### src/hw/rtl/assert_macros.svh
// Assertion macros shared by the RTL files.
`ifndef ASSERT_MACROS_SVH
`define ASSERT_MACROS_SVH

// Same-cycle implication, sampled on clk, off during rst.
`define ASSERT_IMPL(label, ante, cons) \
  label: assert property (@(posedge clk) disable iff (rst) (ante) |-> (cons)) \
    else $error("assertion failed: same-cycle check");

// Next-cycle implication, sampled on clk, off during rst.
`define ASSERT_NEXT(label, ante, cons) \
  label: assert property (@(posedge clk) disable iff (rst) (ante) |=> (cons)) \
    else $error("assertion failed: next-cycle check");

`endif

### src/hw/rtl/rc_pkg.sv
// Radix converter package: payload types, constants and digit helpers.
`default_nettype none

package rc_pkg;

  localparam int unsigned CHAR_BITS       = 8;
  localparam int unsigned RADIX_BITS      = 6;
  localparam int unsigned STORE_DEPTH     = 64;
  localparam int unsigned STORE_ADDR_BITS = 6;
  localparam int unsigned DCOUNT_BITS     = 7;
  localparam int unsigned CFG_INDEX_BITS  = 1;

  localparam logic [CFG_INDEX_BITS-1:0] REG_SOURCE_BASE = 1'b0;
  localparam logic [CFG_INDEX_BITS-1:0] REG_TARGET_BASE = 1'b1;

  localparam logic [RADIX_BITS-1:0] RADIX_MIN    = 6'd2;
  localparam logic [RADIX_BITS-1:0] RADIX_MAX    = 6'd36;
  localparam logic [RADIX_BITS-1:0] SOURCE_RESET = 6'd10;
  localparam logic [RADIX_BITS-1:0] TARGET_RESET = 6'd2;
  localparam logic [RADIX_BITS-1:0] NOT_A_DIGIT  = 6'd36;
  localparam logic [RADIX_BITS-1:0] DECIMAL_TOP  = 6'd9;
  localparam logic [RADIX_BITS-1:0] LETTER_BASE  = 6'd10;

  localparam logic [CHAR_BITS-1:0] CHAR_ZERO    = 8'h30;
  localparam logic [CHAR_BITS-1:0] CHAR_NINE    = 8'h39;
  localparam logic [CHAR_BITS-1:0] CHAR_UPPER_A = 8'h41;
  localparam logic [CHAR_BITS-1:0] CHAR_UPPER_Z = 8'h5A;
  localparam logic [CHAR_BITS-1:0] CHAR_LOWER_A = 8'h61;
  localparam logic [CHAR_BITS-1:0] CHAR_LOWER_Z = 8'h7A;

  typedef struct packed {
    logic [CHAR_BITS-1:0] digit_char;
    logic                 is_last;
  } char_req_t;

  typedef struct packed {
    logic [CHAR_BITS-1:0] out_char;
    logic                 is_last_out;
    logic                 error;
  } digit_req_t;

  typedef enum logic [4:0] {
    S_IDLE = 5'b00001,
    S_DIV  = 5'b00010,
    S_RD   = 5'b00100,
    S_WAIT = 5'b01000,
    S_OUT  = 5'b10000
  } rc_state_t;

  function automatic logic [RADIX_BITS-1:0] clamp_radix(input logic [RADIX_BITS-1:0] r);
    logic [RADIX_BITS-1:0] res;
    if (r < RADIX_MIN) begin
      res = RADIX_MIN;
    end else if (r > RADIX_MAX) begin
      res = RADIX_MAX;
    end else begin
      res = r;
    end
    return res;
  endfunction

  // 0..35 for a digit character, NOT_A_DIGIT otherwise.
  function automatic logic [RADIX_BITS-1:0] char_value(input logic [CHAR_BITS-1:0] c);
    logic [RADIX_BITS-1:0] res;
    if (c >= CHAR_ZERO && c <= CHAR_NINE) begin
      res = RADIX_BITS'(c - CHAR_ZERO);
    end else if (c >= CHAR_LOWER_A && c <= CHAR_LOWER_Z) begin
      res = RADIX_BITS'(c - CHAR_LOWER_A) + LETTER_BASE;
    end else if (c >= CHAR_UPPER_A && c <= CHAR_UPPER_Z) begin
      res = RADIX_BITS'(c - CHAR_UPPER_A) + LETTER_BASE;
    end else begin
      res = NOT_A_DIGIT;
    end
    return res;
  endfunction

  function automatic logic [CHAR_BITS-1:0] digit_to_ascii(input logic [RADIX_BITS-1:0] dv);
    logic [CHAR_BITS-1:0] res;
    if (dv > DECIMAL_TOP) begin
      res = CHAR_BITS'(dv - LETTER_BASE) + CHAR_UPPER_A;
    end else begin
      res = CHAR_BITS'(dv) + CHAR_ZERO;
    end
    return res;
  endfunction

endpackage

`default_nettype wire

### src/hw/rtl/radix_converter.sv
// Radix converter top level: digit accumulator, bit-serial divider and digit emitter.
// Usage:
//   Character channel (char_valid / char_stall / char_req): one ASCII digit per
//   request, most significant first, is_last on the final one. Digits 0-9, a-z,
//   A-Z are accepted. Each non-last character is one multiply-add by the source
//   radix into the accumulator; characters stream at one per cycle while idle.
//   On the last character the block stalls the character channel and converts:
//   a restoring divider takes one quotient bit per cycle, over all VALUE_BITS
//   quotient bits for every target digit.
//   Digit channel (digit_valid / digit_stall / digit_req): target digits, most
//   significant first, upper-case letters, is_last_out on the final one. After the
//   divider, the digit store is read (S_RD, S_WAIT) into the output register shown
//   in S_OUT; each next digit passes S_WAIT again once the receiver takes the one
//   before. A stall simply holds the output register and the sequencer.
//   An invalid digit or accumulator overflow gives one request with error set,
//   in the cycle after the last character.
//   Configuration (cfg_we / cfg_index / cfg_data) is to be written by the user
//   between numbers; the block itself does not enforce it.
//   Reset (rst, synchronous): source radix 10, target radix 2, run cleared, idle.
`default_nettype none
`include "assert_macros.svh"

module radix_converter
  import rc_pkg::*;
#(
  parameter int unsigned VALUE_BITS = 64
) (
  input  logic                      clk,
  input  logic                      rst,
  input  logic                      cfg_we,
  input  logic [CFG_INDEX_BITS-1:0] cfg_index,
  input  logic [RADIX_BITS-1:0]     cfg_data,
  input  logic                      char_valid,
  output logic                      char_stall,
  input  char_req_t                 char_req,
  output logic                      digit_valid,
  input  logic                      digit_stall,
  output digit_req_t                digit_req
);

  localparam int unsigned BIT_CNT_BITS = $clog2(VALUE_BITS);
  localparam int unsigned PROD_BITS    = VALUE_BITS + RADIX_BITS;
  localparam int unsigned SUM_BITS     = PROD_BITS + 1;
  localparam logic [BIT_CNT_BITS-1:0] LAST_BIT = BIT_CNT_BITS'(VALUE_BITS - 1);

  // config
  logic [RADIX_BITS-1:0] source_base;
  logic [RADIX_BITS-1:0] target_base;

  // run state
  rc_state_t             state;
  logic [VALUE_BITS-1:0] accumulator;
  logic                  error_seen;
  logic [DCOUNT_BITS-1:0] digit_count;

  // divider
  logic [VALUE_BITS-1:0]   quot;
  logic [RADIX_BITS-1:0]   rem;
  logic [BIT_CNT_BITS-1:0] bit_cnt;

  digit_req_t out_q;

  logic [RADIX_BITS-1:0] sb;
  logic [RADIX_BITS-1:0] tb;
  logic [RADIX_BITS-1:0] dval;
  logic [PROD_BITS-1:0]  prod;
  logic [SUM_BITS-1:0]   sum;
  logic                  bad_digit;
  logic                  ovf;
  logic                  err_step;
  logic [VALUE_BITS-1:0] acc_step;

  logic [RADIX_BITS:0]    rs;
  logic                   ge;
  logic [RADIX_BITS-1:0]  rem_step;
  logic [VALUE_BITS-1:0]  quot_step;
  logic [DCOUNT_BITS-1:0] count_inc;
  logic [DCOUNT_BITS-1:0] count_dec;
  logic                   more;
  logic                   digit_done;

  logic                  ram_we;
  logic [RADIX_BITS-1:0] ram_rdata;

  assign sb   = clamp_radix(source_base);
  assign tb   = clamp_radix(target_base);
  assign dval = char_value(char_req.digit_char);

  // Multiply-add; any bit above VALUE_BITS means overflow.
  assign prod      = {{RADIX_BITS{1'b0}}, accumulator} * {{VALUE_BITS{1'b0}}, sb};
  assign sum       = {1'b0, prod} + SUM_BITS'(dval);
  assign bad_digit = dval >= sb;
  assign ovf       = |sum[SUM_BITS-1:VALUE_BITS];
  assign err_step  = error_seen | bad_digit | ovf;
  assign acc_step  = err_step ? accumulator : sum[VALUE_BITS-1:0];

  // One restoring division step; the quotient shifts in where the dividend leaves.
  assign rs        = {rem, quot[VALUE_BITS-1]};
  assign ge        = rs >= {1'b0, tb};
  assign rem_step  = ge ? RADIX_BITS'(rs - {1'b0, tb}) : rs[RADIX_BITS-1:0];
  assign quot_step = {quot[VALUE_BITS-2:0], ge};

  assign count_inc  = digit_count + DCOUNT_BITS'(1);
  assign count_dec  = digit_count - DCOUNT_BITS'(1);
  assign digit_done = (state == S_DIV) && (bit_cnt == LAST_BIT);
  assign more       = (quot_step != '0) && (count_inc < DCOUNT_BITS'(STORE_DEPTH));
  assign ram_we     = digit_done;

  assign char_stall  = (state != S_IDLE);
  assign digit_valid = (state == S_OUT);
  assign digit_req   = out_q;

  // Digit store: least significant digit at entry 0; read address tracks count - 1.
  rc_ram #(
    .WIDTH(RADIX_BITS),
    .DEPTH(STORE_DEPTH)
  ) u_store (
    .clk  (clk),
    .we   (ram_we),
    .waddr(digit_count[STORE_ADDR_BITS-1:0]),
    .wdata(rem_step),
    .raddr(count_dec[STORE_ADDR_BITS-1:0]),
    .rdata(ram_rdata)
  );

  always_ff @(posedge clk) begin
    if (rst) begin
      source_base <= SOURCE_RESET;
      target_base <= TARGET_RESET;
      state       <= S_IDLE;
      accumulator <= '0;
      error_seen  <= 1'b0;
      digit_count <= '0;
      bit_cnt     <= '0;
    end else begin
      if (cfg_we) begin
        case (cfg_index)
          REG_SOURCE_BASE: source_base <= cfg_data;
          REG_TARGET_BASE: target_base <= cfg_data;
          default: ;
        endcase
      end

      case (state)
        S_IDLE: begin
          if (char_valid) begin
            if (char_req.is_last) begin
              // run ends here: clear and hand off to divider or error result
              accumulator <= '0;
              error_seen  <= 1'b0;
              digit_count <= '0;
              if (err_step) begin
                out_q <= '{out_char: '0, is_last_out: 1'b1, error: 1'b1};
                state <= S_OUT;
              end else begin
                quot    <= acc_step;
                rem     <= '0;
                bit_cnt <= '0;
                state   <= S_DIV;
              end
            end else begin
              accumulator <= acc_step;
              error_seen  <= err_step;
            end
          end
        end
        S_DIV: begin
          quot <= quot_step;
          if (digit_done) begin
            // remainder goes to the store this cycle; restart on the quotient
            rem         <= '0;
            bit_cnt     <= '0;
            digit_count <= count_inc;
            if (!more) begin
              state <= S_RD;
            end
          end else begin
            rem     <= rem_step;
            bit_cnt <= bit_cnt + BIT_CNT_BITS'(1);
          end
        end
        S_RD: begin
          digit_count <= count_dec;
          state       <= S_WAIT;
        end
        S_WAIT: begin
          out_q <= '{out_char:    digit_to_ascii(ram_rdata),
                     is_last_out: (digit_count == '0),
                     error:       1'b0};
          state <= S_OUT;
        end
        S_OUT: begin
          if (!digit_stall) begin
            if (digit_count == '0) begin
              state <= S_IDLE;
            end else begin
              digit_count <= count_dec;
              state       <= S_WAIT;
            end
          end
        end
        default: state <= S_IDLE;
      endcase
    end
  end

  // Divider remainder always stays below the target radix.
  `ASSERT_IMPL(a_rem_bound, state == S_DIV, rem < tb)
  // Digit count never exceeds the store depth.
  `ASSERT_IMPL(a_count_range, 1'b1, digit_count <= DCOUNT_BITS'(STORE_DEPTH))
  // A delivered final request returns the block to idle.
  `ASSERT_NEXT(a_last_ends, digit_valid && !digit_stall && digit_req.is_last_out,
               state == S_IDLE)

endmodule

`default_nettype wire

### src/hw/rtl/rc_ram.sv
// Generic single-write, single-read RAM with registered read data.
`default_nettype none

module rc_ram #(
  parameter int unsigned WIDTH = 6,
  parameter int unsigned DEPTH = 64
) (
  input  logic                     clk,
  input  logic                     we,
  input  logic [$clog2(DEPTH)-1:0] waddr,
  input  logic [WIDTH-1:0]         wdata,
  input  logic [$clog2(DEPTH)-1:0] raddr,
  output logic [WIDTH-1:0]         rdata
);

  logic [WIDTH-1:0] mem [DEPTH];

  always_ff @(posedge clk) begin
    if (we) begin
      mem[waddr] <= wdata;
    end
    rdata <= mem[raddr];
  end

endmodule

`default_nettype wire
### config.mk
export PLATFORM = sky130hd
export DESIGN_NAME = radix_converter
export DESIGN_NICKNAME = d
export VERILOG_FILES = /design/src/hw/rtl/rc_pkg.sv /design/src/hw/rtl/radix_converter.sv /design/src/hw/rtl/rc_ram.sv
export VERILOG_INCLUDE_DIRS = /design/src /design/src/hw/rtl
export SDC_FILE = /design/constraint.sdc
export NUM_CORES = 2
export LEC_CHECK = 0
export ABC_AREA = 1
export ABC_CLOCK_PERIOD_IN_PS = 9900
export BUFFER_PORTS_ARGS = -buffer_cell sky130_fd_sc_hd__buf_4
export CAP_MARGIN = 20
export CORE_UTILIZATION = 32
export CTS_CLUSTER_DIAMETER = 100
export DETAILED_ROUTE_END_ITERATION = 6
export GPL_ROUTABILITY_DRIVEN = 0
export SYNTH_ARGS = -nofsm -noshare
export SYNTH_HDL_FRONTEND = slang
export SYNTH_SLANG_ARGS = --single-unit
### constraint.sdc
create_clock -name clk -period 9.9 [get_ports clk]
set_input_delay 1.485 -clock clk [delete_from_list [all_inputs] [get_ports clk]]
set_output_delay 1.485 -clock clk [all_outputs]
set_load 0.1 [all_outputs]
## Word level (Yosys, flattened, before mapping)

Memories as Yosys holds them, arrays and structs flattened. A register that Yosys moved wholly into a read port is not among the register bits.
Index checks and enable logic that the tools add are counted.

- Bits in read-only memories: 0
- Bits in registers: 175
- Latch bits: 0
- Logic and storage cells: 122
- Bits in writable memories: 384
- Memories kept: 1
- Output and inout bits: 12
- Input bits: 21

- Bitwise gates (word level): 4
- Shifts and indexed selects: 0
- Equal/unequal tests: 15
- Reductions and logical operators: 19
- Magnitude comparators: 14
- Multiplexer cells: 43
- Divide/modulo/power cells: 0
- Multiply operators: 1
- Add/subtract/negate cells: 13

Memories:

| memory | words | bits a word | rd ports | clocked after memory_dff | wr ports | line | text |
|---|---|---|---|---|---|---|---|
| u_store.mem | 64 | 6 | 1 | 1 | 1 | rc_ram.sv:16 | `logic [WIDTH-1:0] mem [DEPTH];` |

Operator list:

| cell | number |
|---|---|
| 64-bit two-way mux | 5 |
| 64-bit one-hot mux with 2 select lines | 1 |
| 6-bit two-way mux | 13 |
| 70-bit by 6-bit adder with 71-bit output | 1 |
| 64-bit by 6-bit multiplier with 70-bit output | 1 |
| 64-bit nonzero test | 1 |
| 7-bit two-way mux | 5 |
| 10-bit two-way mux | 3 |
| 5-bit two-way mux | 6 |
| 7-bit one-hot mux with 4 select lines | 1 |
| 5-bit one-hot mux with 5 select lines | 1 |
| 6-bit one-hot mux with 2 select lines | 2 |
| 10-bit one-hot mux with 2 select lines | 1 |
| 8-bit by 7-bit >= comparator with 1-bit output (second input constant) | 2 |
| 8-bit by 7-bit <= comparator with 1-bit output (second input constant) | 2 |
| 2-bit inequality test (second input constant) | 8 |
| 5-bit AND reduction | 3 |
| 6-bit by 4-bit adder with 6-bit output (second input constant) | 2 |
| 6-bit > comparator (second input constant) | 2 |
| 6-bit by 2-bit less-than comparator with 1-bit output (second input constant) | 2 |
| 6-bit subtractor (second input constant) | 2 |
| 8-bit by 7-bit adder with 8-bit output (second input constant) | 1 |
| 8-bit by 6-bit >= comparator with 1-bit output (second input constant) | 1 |
| 8-bit by 6-bit <= comparator with 1-bit output (second input constant) | 1 |
| other kinds (31) | 42 |

## Depth between registers and ports, before layout

- Depth in word-level cells: 13
- Gate-level depth with buffers: 43
- Mapped depth without buffers: 40

## By module

A second synthesis with hierarchy kept.

- Cell total of the unflattened synthesis: 4460
- Area, all modules: 38444.4 µm²

Modules (own cells, without submodules):

| module | cells each | area each (µm²) | times used | seq. area each (µm²) |
|---|---|---|---|---|
| radix_converter | 3084 | 22514.1 | 1 | 4304.1 |
| rc_ram | 1376 | 15930.3 | 1 | 11651.2 |

## Worst setup path before layout

Ideal clock, no wire load.

- Path kind: flip-flop to flip-flop
- From: register source_base[3]
- To: register quot[0], enable pin
- Clock period less this slack: 7.600 ns
- Arrival time: 7.164 ns
- Buffers on the path: 2
- Cell stages (with the launch flop): 40
- Data required time: 9.464 ns
- Library setup time: 0.436 ns
- Slack: 2.300 ns
- Path through: dfxtp_1 nor2_1 inv_1 nor2_1 nor2_1 inv_1 a21oi_1 nor2_1 clkbuf_1 nor2_1 fa_1 inv_1 fa_1 inv_1 fa_1 inv_1 fa_1 inv_1 [4 not listed] nand2_1 nand2_1 nand3_2 nand2_1 nand2_1 nand2_1 nand2_2 nand2_1 nand2_1 nand2_1 nand2_1 inv_2 nand2_1 nor2_4 nand2_2 buf_6 nand2_1 and3_1

- Longest elaborated chain between the ends: 9
- Elaborated cells between the ends (all ways): 12
- Those cells by class: 1 x add/sub; 1 x mul; 3 x order compare; 1 x eq/ne; 2 x mux; 2 x bitwise; 2 x reduce/logical

Ends and longest elaborated chain:

| what | line | text |
|---|---|---|
| from (decl) | radix_converter.sv:47 | `logic [RADIX_BITS-1:0] source_base;` |
| from (signal assigned) | radix_converter.sv:138 | `REG_SOURCE_BASE: source_base <= cfg_data;` |
| 6-bit > comparator | rc_pkg.sv:54 | `end else if (r > RADIX_MAX) begin` |
| 6-bit two-way mux | rc_pkg.sv:54 |  |
| 6-bit two-way mux * | rc_pkg.sv:52 | `if (r < RADIX_MIN) begin` |
| 64-bit by 6-bit multiplier with 70-bit output | radix_converter.sv:90 | `assign prod = {{RADIX_BITS{1'b0}}, accumulator} * {{VALUE_BITS{1'b0}}, sb};` |
| 70-bit by 6-bit adder with 71-bit output | radix_converter.sv:91 | `assign sum = {1'b0, prod} + SUM_BITS'(dval);` |
| 7-bit OR reduction | radix_converter.sv:93 | `assign ovf = \|sum[SUM_BITS-1:VALUE_BITS];` |
| 1-bit OR * | radix_converter.sv:94 | `assign err_step = error_seen \| bad_digit \| ovf;` |
| 2-bit inequality test (no line) * | n/a |  |
| 5-bit AND reduction (no line) * | n/a |  |
| to (signal assigned) | radix_converter.sv:156 | `quot <= acc_step;` |
| to (signal assigned) | radix_converter.sv:168 | `quot <= quot_step;` |
| to (decl) | radix_converter.sv:57 | `logic [VALUE_BITS-1:0] quot;` |

Mark *: on every way between the ends. The rest lies on a longest branch, timed or not.
A chain may end at the register's enable or synchronous reset.

## Final worst setup path

- From: register source_base[3]
- To: register quot[5], enable pin

The elaborated chain is that of the path after synthesis.

==> impl_metrics.ini <==
[setup_path]
crit_slowest_cell = and3_4
rr_startpoint = source_base[3]$_SDFFE_PP1P_
cpPeakStageDelay_ps = 800
crit_top_cell = nand2_1
worst-setup-path-type = reg -> reg
cp_max_fo = 57
start_kind = flip-flop
end_kind = flip-flop
required_ps = 10250
crit_start = source_base[3]$_SDFFE_PP1P_
cp.arrival_ps = 8150

[floorplanning]
placement_rows = 126
die-area_mm2 = 0.1213
die_x_um = 348.4
die_h_um = 348.4
core_area_mm2 = 0.1186
pin_count = 33
start_util_pct = 32.38

[sta]
finalCritPeriodShare_pct = 78.88
period_minus_slack_ps = 7809
fmax_ghz = 0.1281
finalSetupViolations = 0
whs_ps = 477.4
setup_slack_ps = 2091
drv_slew = 0
worst_clock_skew_ps = 43.95
worstMarginPinSlew_ps = 1106
tns_ps = 0
finalHoldViolCount = 0
relSlewSlack_pct = 26.26
rsz0062_at_grt = false

[power]
internal_power_w = 0.005000
power.switching_w = 0.003138
switching_share_pct = 38.56
powerDensity_mw_per_mm2 = 192.6
p_comb_share_pct = 33.1
p_seq_share_pct = 39.1
clockPowerShare_pct = 27.8
p_leak_nw = 17.94
peakVddDrop_mv = 0.1537

[clock_tree]
path_clk_slew_ps = 70
ctsResizeCount = 0
holdBufCountCts = 0
cts_buffers = 60
cts.htree.levels = 2
post_cts_buffers = 0
cts_tree = done
clkLatencyLatePin_ps = 670
cts_sinks = 565
cts.path.max_buffers = 3
cts-root-buf = clkbuf_16

[synthesis]
synth-edff-count = 464
synth_area_mm2 = 0.03839
synth_cell_types = 45
syn_area_per_cell_um2 = 8.882
ys_ff_latch = 565
synth.most_common_cell = nand2_1
ys.warnings.count = 0
ys.flop_type = edfxtp_1
ys_seq_area_share_pct = 41.56
syn-num-nets = 4776
yosys.area.top_type = edfxtp_1
async_flop_share_pct = 0
synth_common_cells = nand2_1, nor2_1, inv_1
netlist_instances = 4322
synth.area.top_cells = edfxtp_1, fa_1, nand2_1
yosysTopAreaCellShare_pct = 36.30

[run_status]
outcome = finished, final reports clean

[layout]
area_growth_pct = 10.09
nNetsFinal = 4723
post-route-util_pct = 35.65
drive_above_1_share_pct = 5.212
num_antenna_cells = 0

[global_route]
grt-ovfl-total = 0
grt_max_degree = 105
grt_usage_pct = 17.16
grt_pass1_wl_um = 165400
grt_pass1_vias = 29324
antenna_found_initial = 3

[route]
vias = 29704
firstDrtPassIters = 5
routed_via_density = 5.020
wl_per_cell_um = 17.61
drt_wl_total_um = 104200
drtAntennaViolNets = 0
drt-initial-drc-count = 2526
post-route-drc-count = 0

[place]
numPortBuffers = 32
post-place-ws_ps = 2177
place_hpwl_um = 72870

[run]
max-cap-violations = 0

[hold_path]
hp-start = error_seen$_SDFFE_PP0P_
hold_path_class = reg -> reg
cell families (layout without fill, tap and decap cells):
family	Yosys count	in the layout	synth area share, %
adders and majority gates	433	433	19.06
xor gates and xnor gates	77	77	1.757
AOI/OAI and AO/OA	635	635	9.984
and+or+nand+nor	1905	1905	19.95
buffers and inverters	669	664	6.692
muxes	38	38	0.9909
DFF	565	565	41.56
path summary, 6_finish.rpt:
kind	endpoint	slack, ps	depth (start not counted)
max	quot[5]$_DFFE_PP_	2090	32
min	error_seen$_SDFFE_PP0P_	480	2
max reg2reg	quot[5]$_DFFE_PP_	2090	32
min reg2reg	error_seen$_SDFFE_PP0P_	480	2
stage by stage:
step / cell area (um2) / std cells / total power (W)
final: 42260 / 5917 / 0.008139
after global routing: 42260 / 5917 / 0.008528
after CTS: 42260 / 5917 / 0.008186
after detailed placement: 40290 / 5807 / 0.005918
after global placement: 40290 / 5807 / 0.005895
after floorplan: 38390 / 4322 / 0.004959
cell usage in the layout, fill, tap and decap left out, types with 5 or more instances in the layout:
cell,count
o21bai_1,17
bufinv_16,5
clkinv_2,8
dfxtp_1,99
a21oi_4,6
nor3_1,26
nor2_1,802
buf_4,62
nor4_1,14
inv_1,472
edfxtp_1,464
o211ai_1,52
clkbuf_16,60
ha_1,179
fa_1,253
a31oi_1,30
o32ai_1,60
nand3_1,174
xnor2_1,26
xor2_1,50
a21oi_1,190
nand2_2,21
clkinvlp_4,5
o21ai_0,196
inv_2,13
o21ai_1,18
nor2_2,7
nand4_1,18
a211oi_1,14
mux2i_1,38
or2_2,9
o221ai_1,39
clkinv_1,17
nand2_1,807
clkbuf_1,11
o21a_1,6
nand3b_1,6
sequential cells by signal (all words and copies together) (netlist names), 5 cells and up:
signal         cells
u_store.mem      384
target_base        6
source_base        6
state              5
quot              64
rem                6
bit_cnt            6
accumulator       64
digit_req         10
u_store.rdata      6
digit_count        7
power by group through the flow:
stage	combinational [W]	sequential, W	clock (W)
finish	0.00269	0.00318	0.00226
global route	0.00293	0.00320	0.00240
CTS	0.00269	0.00318	0.00231
detailed placement	0.00269	0.00323	0
global placement	0.00267	0.00323	0
floorplan	0.00169	0.00327	0
per-layer routing:
layer	GRT usage (%)	vias to the layer above	share of wire, %
li1	-	14232	-
met1	23.39	14357	45
met2	27.84	949	46
met3	2.846	164	6.7
met4	5.134	2	2.8
met5	0	-	0.011
final cells by class:
class                   instances  area, um2
flip-flops and latches        565      15960
repair buffers                 62      465.4
clock inverters                38      417.9
inverters                     492       1851
clock buffers                  72       1556
multi-input cells            3088      20010
fillers                     12062      76290
well taps                    1600       2002
worst max-delay path: cells and delay by family, from the launching register on:
kind	cells	cell delay, ps
DFF	1	410
AOI/OAI and AO/OA	5	1120
adders and majority gates	5	2050
and+or+nand+nor	15	2590
buffers and inverters	7	1230
No activity file was read; power rests on OpenSTA's default activity.
